File: config.mk
export PLATFORM = sky130hd
export DESIGN_NAME = thermistor_table_interpolator_top
export DESIGN_NICKNAME = d
export VERILOG_FILES = /design/src/rtl/tti_pkg.sv /design/src/rtl/thermistor_table_interpolator_top.sv
export SDC_FILE = /design/constraint.sdc
export NUM_CORES = 2
export LEC_CHECK = 0
export BUFFER_PORTS_ARGS = -buffer_cell sky130_fd_sc_hd__buf_2
export CELL_PAD_IN_SITES_DETAIL_PLACEMENT = 1
export CELL_PAD_IN_SITES_GLOBAL_PLACEMENT = 2
export CORE_MARGIN = 8
export CORE_UTILIZATION = 48
export DETAILED_ROUTE_END_ITERATION = 8
export PLACE_DENSITY_LB_ADDON = 0.15
export RECOVER_POWER = 25
export SETUP_SLACK_MARGIN = 0.15
export SKIP_LAST_GASP = 1
export SLEW_MARGIN = 20
export SYNTH_ARGS = -nofsm -noshare
export SYNTH_HDL_FRONTEND = slang
export SYNTH_SLANG_ARGS = --single-unit
File: constraint.sdc
create_clock -name clk -period 8.52 [get_ports clk]
set_clock_uncertainty 0.1 [all_clocks]
set_input_delay 1.704 -clock clk [delete_from_list [all_inputs] [get_ports clk]]
set_output_delay 1.704 -clock clk [all_outputs]
set_load 0.03 [all_outputs]
File: src/rtl/tti_pkg.sv
// Shared constants of the thermistor table interpolator.
package tti_pkg;

	localparam int SAMPLE_BITS = 14;
	localparam int TEMP_BITS   = 16;
	localparam int ENTRY_W     = SAMPLE_BITS + TEMP_BITS;

	localparam int IN_DATA_W   = 56;
	localparam int OUT_DATA_W  = 16;
	localparam int CFG_IDX_W   = 2;
	localparam int CFG_DATA_W  = 10;

	localparam logic [1:0] MODE_FIXED   = 2'd0;
	localparam logic [1:0] MODE_TABLE   = 2'd1;
	localparam logic [1:0] MODE_LINEAR  = 2'd2;
	localparam logic [1:0] MODE_QUARTER = 2'd3;

	localparam logic [CFG_IDX_W-1:0] REG_SENSOR_MODE  = 2'd0;
	localparam logic [CFG_IDX_W-1:0] REG_TABLE_LENGTH = 2'd1;
	localparam logic [CFG_IDX_W-1:0] REG_SCALE        = 2'd2;
	localparam logic [CFG_IDX_W-1:0] REG_OFFSET       = 2'd3;

	localparam logic [0:0] KIND_WRITE   = 1'b0;
	localparam logic [0:0] KIND_CONVERT = 1'b1;

	localparam logic signed [TEMP_BITS-1:0] FIXED_EIGHTHS = 16'sd200;
	localparam logic signed [TEMP_BITS-1:0] TEMP_MAX      = 16'sh7fff;
	localparam logic signed [TEMP_BITS-1:0] TEMP_MIN      = 16'sh8000;

	localparam int PROD_W = 32;
	localparam int DIV_CNT_W = 5;

endpackage

File: src/rtl/thermistor_table_interpolator_top.sv
// Thermistor table interpolator: table walk, linear scaling, fixed and quarter-degree modes.
//
// channel  | signals                               | payload
// ---------+---------------------------------------+----------------------------------
// input    | s_tvalid s_tready s_tdata s_tuser     | tuser kind; tdata index,raw,temp,sample
// output   | m_tvalid m_tready m_tdata m_tuser     | tdata temp_eighths; tuser off_table
// config   | cfg_valid cfg_ready cfg_index cfg_data| register index and value
//
// A table conversion walks the table one entry per cycle, then multiplies, runs 32 divide
// steps, saturates and goes to the output stage; off the table or on equal raw neighbours it
// goes there straight, as fixed and quarter-degree do; linear scales first; a table write stays idle.
// The input is ready only while the sequencer is idle, again from the cycle in which m_tvalid
// rises; a finished result waits in the sequencer until the output register is free.
// Reset clears control state, sets the config registers to their defaults; the table memory is undefined until written.
module thermistor_table_interpolator_top #(
	parameter int TABLE_DEPTH = 64
) (
	input  logic                              clk,
	input  logic                              arst_n,
	input  logic                              s_tvalid,
	output logic                              s_tready,
	// [5:0] entry_index, [19:6] entry_raw, [35:20] entry_temp, [49:36] raw_sample
	input  logic [tti_pkg::IN_DATA_W-1:0]     s_tdata,
	// [0] kind
	input  logic                              s_tuser,
	output logic                              m_tvalid,
	input  logic                              m_tready,
	// [15:0] temp_eighths
	output logic [tti_pkg::OUT_DATA_W-1:0]    m_tdata,
	// [0] off_table
	output logic                              m_tuser,
	input  logic                              cfg_valid,
	output logic                              cfg_ready,
	input  logic [tti_pkg::CFG_IDX_W-1:0]     cfg_index,
	input  logic [tti_pkg::CFG_DATA_W-1:0]    cfg_data
);

	localparam int IW = (TABLE_DEPTH > 1) ? $clog2(TABLE_DEPTH) : 1;
	localparam int SW = tti_pkg::SAMPLE_BITS;
	localparam int TW = tti_pkg::TEMP_BITS;
	localparam int EW = tti_pkg::ENTRY_W;
	localparam int PW = tti_pkg::PROD_W;

	localparam logic [2:0] ST_IDLE  = 3'd0;
	localparam logic [2:0] ST_FIRST = 3'd1;
	localparam logic [2:0] ST_SCAN  = 3'd2;
	localparam logic [2:0] ST_MUL   = 3'd3;
	localparam logic [2:0] ST_DIV   = 3'd4;
	localparam logic [2:0] ST_FIN   = 3'd5;
	localparam logic [2:0] ST_LIN   = 3'd6;
	localparam logic [2:0] ST_DONE  = 3'd7;

	logic [2:0]  state_q;
	logic [1:0]  mode_q;
	logic [6:0]  length_q;
	logic [9:0]  scale_q;
	logic [7:0]  offset_q;

	logic [EW-1:0] mem [TABLE_DEPTH];
	logic [EW-1:0] rd_q;
	logic          rd_en;
	logic [IW-1:0] rd_addr;
	logic          wr_en;
	logic [IW-1:0] wr_addr;

	logic [SW-1:0]        sample_q;
	logic [IW-1:0]        idx_q;
	logic [IW-1:0]        last_q;
	logic [IW-1:0]        last_calc;
	logic [SW-1:0]        old_raw_q;
	logic signed [TW-1:0] old_temp_q;
	logic signed [SW:0]   dx_q;
	logic signed [TW:0]   dt_q;
	logic [SW-1:0]        dmag_q;
	logic                 neg_q;
	logic [PW-1:0]        quo_q;
	logic [SW-1:0]        rem_q;
	logic [tti_pkg::DIV_CNT_W-1:0] cnt_q;
	logic [23:0]          lin_q;
	logic signed [TW-1:0] res_q;
	logic                 off_q;
	logic                 m_tvalid_q;
	logic [TW-1:0]        m_tdata_q;
	logic                 m_tuser_q;

	logic                 in_acc;
	logic                 out_free;
	logic [SW-1:0]        in_raw;
	logic [TW-1:0]        in_temp;
	logic [SW-1:0]        in_sample;
	logic [5:0]           in_index;
	logic [SW-1:0]        new_raw;
	logic signed [TW-1:0] new_temp;
	logic signed [SW:0]   den;
	logic signed [SW:0]   den_abs;
	logic signed [PW-1:0] prod;
	logic [SW:0]          trial;
	logic                 ge;
	logic signed [PW:0]   q_signed;
	logic signed [PW+1:0] sum;
	logic signed [TW-1:0] sat;
	logic signed [TW-1:0] lin_res;

	assign s_tready  = (state_q == ST_IDLE);
	assign cfg_ready = 1'b1;
	assign in_acc    = s_tvalid && s_tready;
	assign out_free  = !m_tvalid_q || m_tready;
	assign m_tvalid  = m_tvalid_q;
	assign m_tdata   = m_tdata_q;
	assign m_tuser   = m_tuser_q;

	assign in_index  = s_tdata[5:0];
	assign in_raw    = s_tdata[19:6];
	assign in_temp   = s_tdata[35:20];
	assign in_sample = s_tdata[49:36];

	assign new_raw  = rd_q[SW-1:0];
	assign new_temp = $signed(rd_q[EW-1:SW]);
	assign den      = $signed({1'b0, new_raw}) - $signed({1'b0, old_raw_q});
	assign den_abs  = den[SW] ? -den : den;
	assign prod     = dx_q * dt_q;
	assign trial    = {rem_q, quo_q[PW-1]};
	assign ge       = trial >= {1'b0, dmag_q};
	assign q_signed = neg_q ? -$signed({1'b0, quo_q}) : $signed({1'b0, quo_q});
	assign sum      = PW'(0) + $signed({{(PW+2-TW){old_temp_q[TW-1]}}, old_temp_q})
		+ $signed({q_signed[PW], q_signed});
	assign lin_res  = $signed({1'b0, lin_q[23:9]}) - $signed({5'b0, offset_q, 3'b000});

	always_comb begin
		if (sum > $signed({{(PW+2-TW){1'b0}}, tti_pkg::TEMP_MAX})) begin
			sat = tti_pkg::TEMP_MAX;
		end else if (sum < $signed({{(PW+2-TW){1'b1}}, tti_pkg::TEMP_MIN})) begin
			sat = tti_pkg::TEMP_MIN;
		end else begin
			sat = sum[TW-1:0];
		end
	end

	always_comb begin
		if (length_q < 7'd2) begin
			last_calc = IW'(1);
		end else if (32'(length_q) > TABLE_DEPTH) begin
			last_calc = IW'(TABLE_DEPTH - 1);
		end else begin
			last_calc = IW'(length_q - 7'd1);
		end
	end

	always_comb begin
		wr_en   = in_acc && (s_tuser == tti_pkg::KIND_WRITE) && (32'(in_index) < TABLE_DEPTH);
		wr_addr = IW'(in_index);
		rd_en   = 1'b0;
		rd_addr = '0;
		case (state_q)
			ST_IDLE: begin
				rd_en = in_acc && (s_tuser == tti_pkg::KIND_CONVERT)
					&& (mode_q == tti_pkg::MODE_TABLE);
			end
			ST_FIRST: begin
				rd_en   = 1'b1;
				rd_addr = IW'(1);
			end
			ST_SCAN: begin
				rd_en   = 1'b1;
				rd_addr = idx_q + IW'(1);
			end
			default: begin
				rd_en = 1'b0;
			end
		endcase
	end

	always_ff @(posedge clk) begin
		if (wr_en) begin
			mem[wr_addr] <= {in_temp, in_raw};
		end
		if (rd_en) begin
			rd_q <= mem[rd_addr];
		end
	end

	always_ff @(posedge clk or negedge arst_n) begin
		if (!arst_n) begin
			mode_q   <= tti_pkg::MODE_TABLE;
			length_q <= 7'd2;
			scale_q  <= 10'd330;
			offset_q <= 8'd0;
		end else if (cfg_valid && cfg_ready) begin
			case (cfg_index)
				tti_pkg::REG_SENSOR_MODE:  mode_q   <= cfg_data[1:0];
				tti_pkg::REG_TABLE_LENGTH: length_q <= cfg_data[6:0];
				tti_pkg::REG_SCALE:        scale_q  <= cfg_data;
				tti_pkg::REG_OFFSET:       offset_q <= cfg_data[7:0];
				default: begin
				end
			endcase
		end
	end

	always_ff @(posedge clk or negedge arst_n) begin
		if (!arst_n) begin
			state_q    <= ST_IDLE;
			m_tvalid_q <= 1'b0;
			m_tdata_q  <= '0;
			m_tuser_q  <= 1'b0;
			sample_q   <= '0;
			idx_q      <= '0;
			last_q     <= '0;
			old_raw_q  <= '0;
			old_temp_q <= '0;
			dx_q       <= '0;
			dt_q       <= '0;
			dmag_q     <= '0;
			neg_q      <= 1'b0;
			quo_q      <= '0;
			rem_q      <= '0;
			cnt_q      <= '0;
			lin_q      <= '0;
			res_q      <= '0;
			off_q      <= 1'b0;
		end else begin
			if (m_tvalid_q && m_tready && (state_q != ST_DONE)) begin
				m_tvalid_q <= 1'b0;
			end
			case (state_q)
				ST_IDLE: begin
					if (in_acc && (s_tuser == tti_pkg::KIND_CONVERT)) begin
						sample_q <= in_sample;
						last_q   <= last_calc;
						off_q    <= 1'b0;
						case (mode_q)
							tti_pkg::MODE_FIXED: begin
								res_q   <= tti_pkg::FIXED_EIGHTHS;
								state_q <= ST_DONE;
							end
							tti_pkg::MODE_TABLE: begin
								state_q <= ST_FIRST;
							end
							tti_pkg::MODE_LINEAR: begin
								lin_q   <= 24'(in_sample * scale_q);
								state_q <= ST_LIN;
							end
							default: begin
								res_q   <= $signed({1'b0, in_sample, 1'b0});
								state_q <= ST_DONE;
							end
						endcase
					end
				end
				ST_FIRST: begin
					old_raw_q  <= new_raw;
					old_temp_q <= new_temp;
					idx_q      <= IW'(1);
					state_q    <= ST_SCAN;
				end
				ST_SCAN: begin
					if (new_raw > sample_q) begin
						dx_q   <= $signed({1'b0, sample_q}) - $signed({1'b0, old_raw_q});
						dt_q   <= $signed({new_temp[TW-1], new_temp})
							- $signed({old_temp_q[TW-1], old_temp_q});
						dmag_q <= den_abs[SW-1:0];
						neg_q  <= den[SW];
						if (den == '0) begin
							res_q   <= old_temp_q;
							state_q <= ST_DONE;
						end else begin
							state_q <= ST_MUL;
						end
					end else if (idx_q == last_q) begin
						res_q   <= new_temp;
						off_q   <= 1'b1;
						state_q <= ST_DONE;
					end else begin
						old_raw_q  <= new_raw;
						old_temp_q <= new_temp;
						idx_q      <= idx_q + IW'(1);
					end
				end
				ST_MUL: begin
					neg_q   <= neg_q ^ prod[PW-1];
					quo_q   <= prod[PW-1] ? PW'(-prod) : PW'(prod);
					rem_q   <= '0;
					cnt_q   <= '0;
					state_q <= ST_DIV;
				end
				ST_DIV: begin
					rem_q <= ge ? SW'(trial - {1'b0, dmag_q}) : trial[SW-1:0];
					quo_q <= {quo_q[PW-2:0], ge};
					cnt_q <= cnt_q + 1'b1;
					if (cnt_q == '1) begin
						state_q <= ST_FIN;
					end
				end
				ST_FIN: begin
					res_q   <= sat;
					state_q <= ST_DONE;
				end
				ST_LIN: begin
					res_q   <= lin_res;
					state_q <= ST_DONE;
				end
				ST_DONE: begin
					if (out_free) begin
						m_tvalid_q <= 1'b1;
						m_tdata_q  <= res_q;
						m_tuser_q  <= off_q;
						state_q    <= ST_IDLE;
					end
				end
				default: begin
					state_q <= ST_IDLE;
				end
			endcase
		end
	end

	a_no_rw_overlap: assert property (@(posedge clk) disable iff (!arst_n)
		!(rd_en && wr_en))
		else $error("table read and write in the same cycle");

	a_div_nonzero: assert property (@(posedge clk) disable iff (!arst_n)
		(state_q == ST_DIV) |-> (dmag_q != '0))
		else $error("divider running with zero divisor");

	a_scan_bound: assert property (@(posedge clk) disable iff (!arst_n)
		(state_q == ST_SCAN) |-> (idx_q <= last_q))
		else $error("table walk past last entry");

	a_convert_starts: assert property (@(posedge clk) disable iff (!arst_n)
		(in_acc && (s_tuser == tti_pkg::KIND_CONVERT)) |=> (state_q != ST_IDLE))
		else $error("conversion request dropped");

	a_write_stays_idle: assert property (@(posedge clk) disable iff (!arst_n)
		(in_acc && (s_tuser == tti_pkg::KIND_WRITE)) |=> (state_q == ST_IDLE))
		else $error("table write started a conversion");

endmodule

== Yosys cells after proc, flatten, opt, wreduce, memory -nomap -nowiden ==
Memory sizes are Yosys's and may differ from the RTL's. A register that Yosys moved wholly into a read port is not among the register bits.
Cells that the tools add are included.
Word-level totals
  bits in registers: 243
  memory bits (writable): 1920
  output and inout port bits: 20
  logic and storage cells: 151
  memories: 1
Operators by class
  add/sub/neg operators: 12
  $mul: 2
  order comparisons: 6
  equal/unequal tests: 25
  mux-type cells: 47
  bitwise logic cells: 2
  reduce and logical (&&, ||, !) cells: 33
Memory list
  mem: depth 64, width 30, read ports 1, clocked after Yosys merged registers in 1, write ports 1, RTL line thermistor_table_interpolator_top.sv:59  | logic [EW-1:0] mem [TABLE_DEPTH];
Operator list (count)
  2-to-1 mux 16 bit: 8
  one-hot mux 16 bit (2 select lines): 2
  one-hot mux 16 bit (4 select lines): 1
  one-hot mux 32 bit (2 select lines): 1
  2-to-1 mux 14 bit: 4
  one-hot mux 14 bit (2 select lines): 2
  adder 16 x 33 -> 34 bit: 1
  > comparator 34 x 16 -> 1 bit (second input constant): 1
  less-than comparator 34 x 16 -> 1 bit (second input constant): 1
  2-to-1 mux 33 bit: 1
  negation 32 -> 33 bit: 1
  multiplier 15 x 17 -> 32 bit: 1
  2-to-1 mux 32 bit: 1
  negation 32 bit: 1
  subtractor 14 x 14 -> 15 bit: 2
  multiplier 14 x 10 -> 24 bit: 1
  2-to-1 mux 6 bit: 4
  one-hot mux 6 bit (2 select lines): 2
  one-hot mux 3 bit (7 select lines): 1
  2-to-1 mux 3 bit: 6
  subtractor 16 x 16 -> 17 bit: 1
  AND reduction 2 bit: 8
  subtractor 15 x 11 -> 16 bit: 1
  >= comparator 15 x 14 -> 1 bit: 1
  36 further kinds: 74

== Depth between registers and ports, before layout ==
  depth after elaboration: 7
  mapped depth: 28

== Worst setup path before layout ==
Ideal clock, no wire load.
  path type: input -> register
  start point: input port s_tdata[46] in the netlist's numbering
  end point: register lin_q[23]
  library setup time: 0.133 ns
  arrival time: 7.190 ns
  required time: 8.287 ns
  path slack: 1.097 ns
  stages: 22
  cell sequence: clkbuf_1 > nand2_1 > fa_1 > inv_1 > fa_1 > inv_1 > fa_1 > inv_1 > fa_1 > fa_1 > ha_1 > a21o_1 > a21oi_1 > nand2_1 > a21o_1 > a221o_1 > a211oi_1 > o21a_1 > nor2_1 > a2111oi_0 > xnor2_1 > o21ai_0
On the way
  cells in the longest elaborated chain, start to end: 1
Ends and longest elaborated chain
  from (decl): RTL line thermistor_table_interpolator_top.sv:23  | input logic [tti_pkg::IN_DATA_W-1:0] s_tdata,
  multiplier 14 x 10 -> 24 bit: RTL line thermistor_table_interpolator_top.sv:240  | lin_q <= 24'(in_sample * scale_q);
  to (signal assigned): RTL line thermistor_table_interpolator_top.sv:240
  to (decl): RTL line thermistor_table_interpolator_top.sv:79  | logic [23:0] lin_q;
Every way passes these cells.
A chain may end at the register's enable or synchronous reset.

== Final worst setup path ==
  start point: register dx_q[7]
  end point: register quo_q[30]
On the way
  cells in the longest elaborated chain, start to end: 4
Ends and longest elaborated chain
  from (decl): RTL line thermistor_table_interpolator_top.sv:72  | logic signed [SW:0] dx_q;
  from (signal assigned): RTL line thermistor_table_interpolator_top.sv:258  | dx_q <= $signed({1'b0, sample_q}) - $signed({1'b0, old_raw_q});
  multiplier 15 x 17 -> 32 bit (*): RTL line thermistor_table_interpolator_top.sv:121  | assign prod = dx_q * dt_q;
  negation 32 bit: RTL line thermistor_table_interpolator_top.sv:281  | quo_q <= prod[PW-1] ? PW'(-prod) : PW'(prod);
  2-to-1 mux 32 bit (*): RTL line thermistor_table_interpolator_top.sv:281
  one-hot mux 32 bit (2 select lines) (*): RTL line thermistor_table_interpolator_top.sv:225  | case (state_q)
  to (signal assigned): RTL line thermistor_table_interpolator_top.sv:281
  to (signal assigned): RTL line thermistor_table_interpolator_top.sv:288  | quo_q <= {quo_q[PW-2:0], ge};
  to (decl): RTL line thermistor_table_interpolator_top.sv:76  | logic [PW-1:0] quo_q;
Every way passes the cells marked *; elsewhere a longest branch is shown, timed or not.

==> impl_metrics.json <==
{
  "fillers": 20600,
  "synth_area_um2": 105000,
  "routed.top_layer": "met5",
  "crit_buf_inv": 4,
  "finalHoldViolCount": 0,
  "fmax_mhz": 127,
  "hpwlAfterDp_um": 182000,
  "route.detailed.drc": 0,
  "cp_common_cell": "fa_1",
  "postPlaceCellArea_um2": 110000,
  "cts_sinks": 2184,
  "critPathSlowestCell": "dfrtp_1",
  "initial_core_util_pct": 48.1,
  "die_area_um2": 235000,
  "drive_gt1_share_pct": 16.8,
  "antenna_left": 0,
  "grt_pass1_vias": 65200,
  "nNetsFinal": 7784,
  "routed_wl_um": 292000,
  "slew_viol_final": 1814,
  "grt_max_degree": 91,
  "yosys-top-cells-count": "edfxtp_1 (1950), nand2_1 (694), inv_1 (535), mux4_2 (480), fa_1 (347)",
  "slowest_delay_ns": 0.89,
  "numCtsBuffers": 223,
  "die_h_um": 485,
  "clk_latency_ns": 0.89,
  "ys_seq_area_share_pct": 61.1,
  "grt_first_pass_wirelength_um": 431000,
  "ios": 94,
  "critPathMaxFanout": 18,
  "tightest_slew_ns": 5.26,
  "arrival_ns": 8.48,
  "first_pass_iters": 6,
  "synth_edf_count": 1950,
  "ys.flop_type": "edfxtp_1",
  "clk_path_buf_depth": 3,
  "timing.slew.headroom_pct": -251,
  "clkTransAtPathRegs_ns": 0.06,
  "viasPerCell": 5.98,
  "fin_setup_tns_ns": 0,
  "fin_crit_sh_pct": 92.7,
  "rsz0062_at_grt": "no",
  "hold_class": "reg2reg",
  "stdcell_area_um2": 118000,
  "antenna_found_initial": 15,
  "syn_area_per_cell_um2": 15.1,
  "crit_path_end_kind": "flip-flop",
  "period_needed_ns": 7.90,
  "syn-instance-count": 6962,
  "synth.distinct_cells": 96,
  "r2r_slack_ns": 0.62,
  "overflow": 0,
  "path_class": "reg2reg",
  "gp_congestion": 0.803,
  "cts_setup_buffers": 0,
  "wl_met1_um": 122000,
  "placementRows": 172,
  "violations": "max-capacitance violations, max-slew violations",
  "synth_area_leaders": "edfxtp_1 (56%), mux4_2 (10%), fa_1 (6.6%)",
  "yosysMostFrequentCell": "edfxtp_1",
  "wl_met2_um": 144000,
  "syn_nets": 7650,
  "area_growth_syn_to_layout_pct": 11.5,
  "cts_root_buffer": "clkbuf_16",
  "grt_usage_pct": 24.5,
  "ys_ff_latch": 2184,
  "status": "complete, but fails checks",
  "fp.coreArea_um2": 219000,
  "start_kind": "flip-flop",
  "htree_levels": 4,
  "required_ns": 9.11,
  "num_vias": 60800,
  "fp.dieW_um": 485,
  "cts_tree": "done",
  "critical-path-top-delay-family": "adder cells",
  "ys_async_sr_fraction_pct": 10.7,
  "wire_per_inst_um": 28.7,
  "ys_warn_count": 0,
  "portBuffers": 86,
  "wl_met3_um": 17400,
  "synth_largest_area_cell": "edfxtp_1",
  "setup_viol": 0,
  "drv_cap": 28,
  "path_cells": "nand2_1 > fa_1 > inv_1 > fa_1 > fa_1 > fa_1 > fa_1 > inv_1 > fa_1 > inv_1 > ha_1 > o21ai_0 > a21oi_1 > a221o_1 > a32oi_1 > o31ai_1 > o211a_1 > o311ai_0 > buf_4 > nand4_1 > o41ai_1 > xnor2_1 > o21ai_1",
  "synth_top_area_share_pct": 55.6,
  "drt_iter0_drc": 4849
}
==> worst reg2reg max path: cells and delay by family (launching register included) <==
kind	cells	cell delay, ns
simple gates	2	0.39
buf+inv	4	0.34
flops	1	0.89
xor+xnor	1	0.17
compound gates	9	2.46
fa+ha+maj	7	3.36
==> final timing paths <==
path / to / cells after the start / start
max: quo_q[30]$_DFFE_PN0P_ / 23 / dx_q[7]$_DFFE_PN0P_
min: dmag_q[3]$_DFFE_PN0P_ / 2 / dmag_q[3]$_DFFE_PN0P_
max reg2reg: quo_q[30]$_DFFE_PN0P_ / 23 / dx_q[7]$_DFFE_PN0P_
min reg2reg: dmag_q[3]$_DFFE_PN0P_ / 2 / dmag_q[3]$_DFFE_PN0P_
max in group asynchronous: dx_q[1]$_DFFE_PN0P_ / 2 / arst_n
min in group asynchronous: quo_q[18]$_DFFE_PN0P_ / 1 / arst_n
==> kinds of logic after synthesis <==
group | synth area share (%)
and+or+nand+nor | 6.79
AOI/OAI and AO/OA | 6.38
other | 0.00356
DFF | 61.1
xor gates and xnor gates | 1.63
buffers and inverters | 3.28
adders and majority gates | 9.76
muxes | 11.0
==> final cells by class <==
| class | count | area, um^2 | share of cell area, % |
|---|---|---|---|
| Inverter | 535 | 2010 | 1.71 |
| Tap cell | 2871 | 3590 | 3.06 |
| Antenna cell | 9 | 22.5 | 0.0192 |
| Clock buffer | 257 | 5770 | 4.91 |
| Sequential cell | 2184 | 64400 | 54.8 |
| Timing Repair Buffer | 269 | 1930 | 1.64 |
| Multi-Input combinational cell | 3883 | 38100 | 32.4 |
| Clock inverter | 159 | 1700 | 1.45 |
==> registers in the layout, indices dropped and copies added, names as in the netlist, 2 cells and up <==
signal and cells:
res_q 16, dx_q 15, mem 1920, m_tdata 16, offset_q 8, mode_q 2, quo_q 32, old_temp_q 16
dt_q 17, sample_q 14, idx_q 6, rem_q 14, last_q 6, lin_q 15, rd_q 30, cnt_q 5
dmag_q 14, length_q 7, scale_q 10, state_q 3, old_raw_q 14
==> placed cells by master (no fill, tap or decap), drive strengths merged, types with 36 or more instances in the layout <==
cell,instances
and2,304
nand2,694
fa,347
xnor2,123
a211oi,182
clkinv,119
buf,237
mux4,480
a22oi,36
ha,267
mux2,50
edfxtp,1950
xor2,73
dfrtp,228
a311oi,64
a21oi,175
nor2,204
clkbuf,289
nor3,41
a31oi,84
a21o,37
nand3,47
o21ai,266
inv,543
==> what timing repair did <==
item,in CTS,in global routing
endpoints found under the setup margin,0,2
hold buffers,0,0
gates resized for setup,0,4
==> metrics by stage <==
stage | hold slack (ns) | utilization [%] | setup slack, ns | cells
floorplan | 0.349 | - | 1.10 | 6962
detailed placement | 0.380 | 50.3 | 0.476 | 9742
global placement | 0.368 | 50.3 | 0.531 | 9741
global route | 0.414 | 53.6 | 0.201 | 10200
CTS | 0.393 | 53.7 | 0.437 | 10200
finish | 0.387 | 53.6 | 0.622 | 10200
==> routing by layer <==
metal  track usage, %  vias up
met1             33.3    32400
li1                 -    26300
met2             42.0     1734
met5                0        -
met3             3.50      359
met4             5.79        4
Power is left out: the tool's default activity adds up to more than one toggle a clock period on the data nets, which glitch-free logic cannot reach.
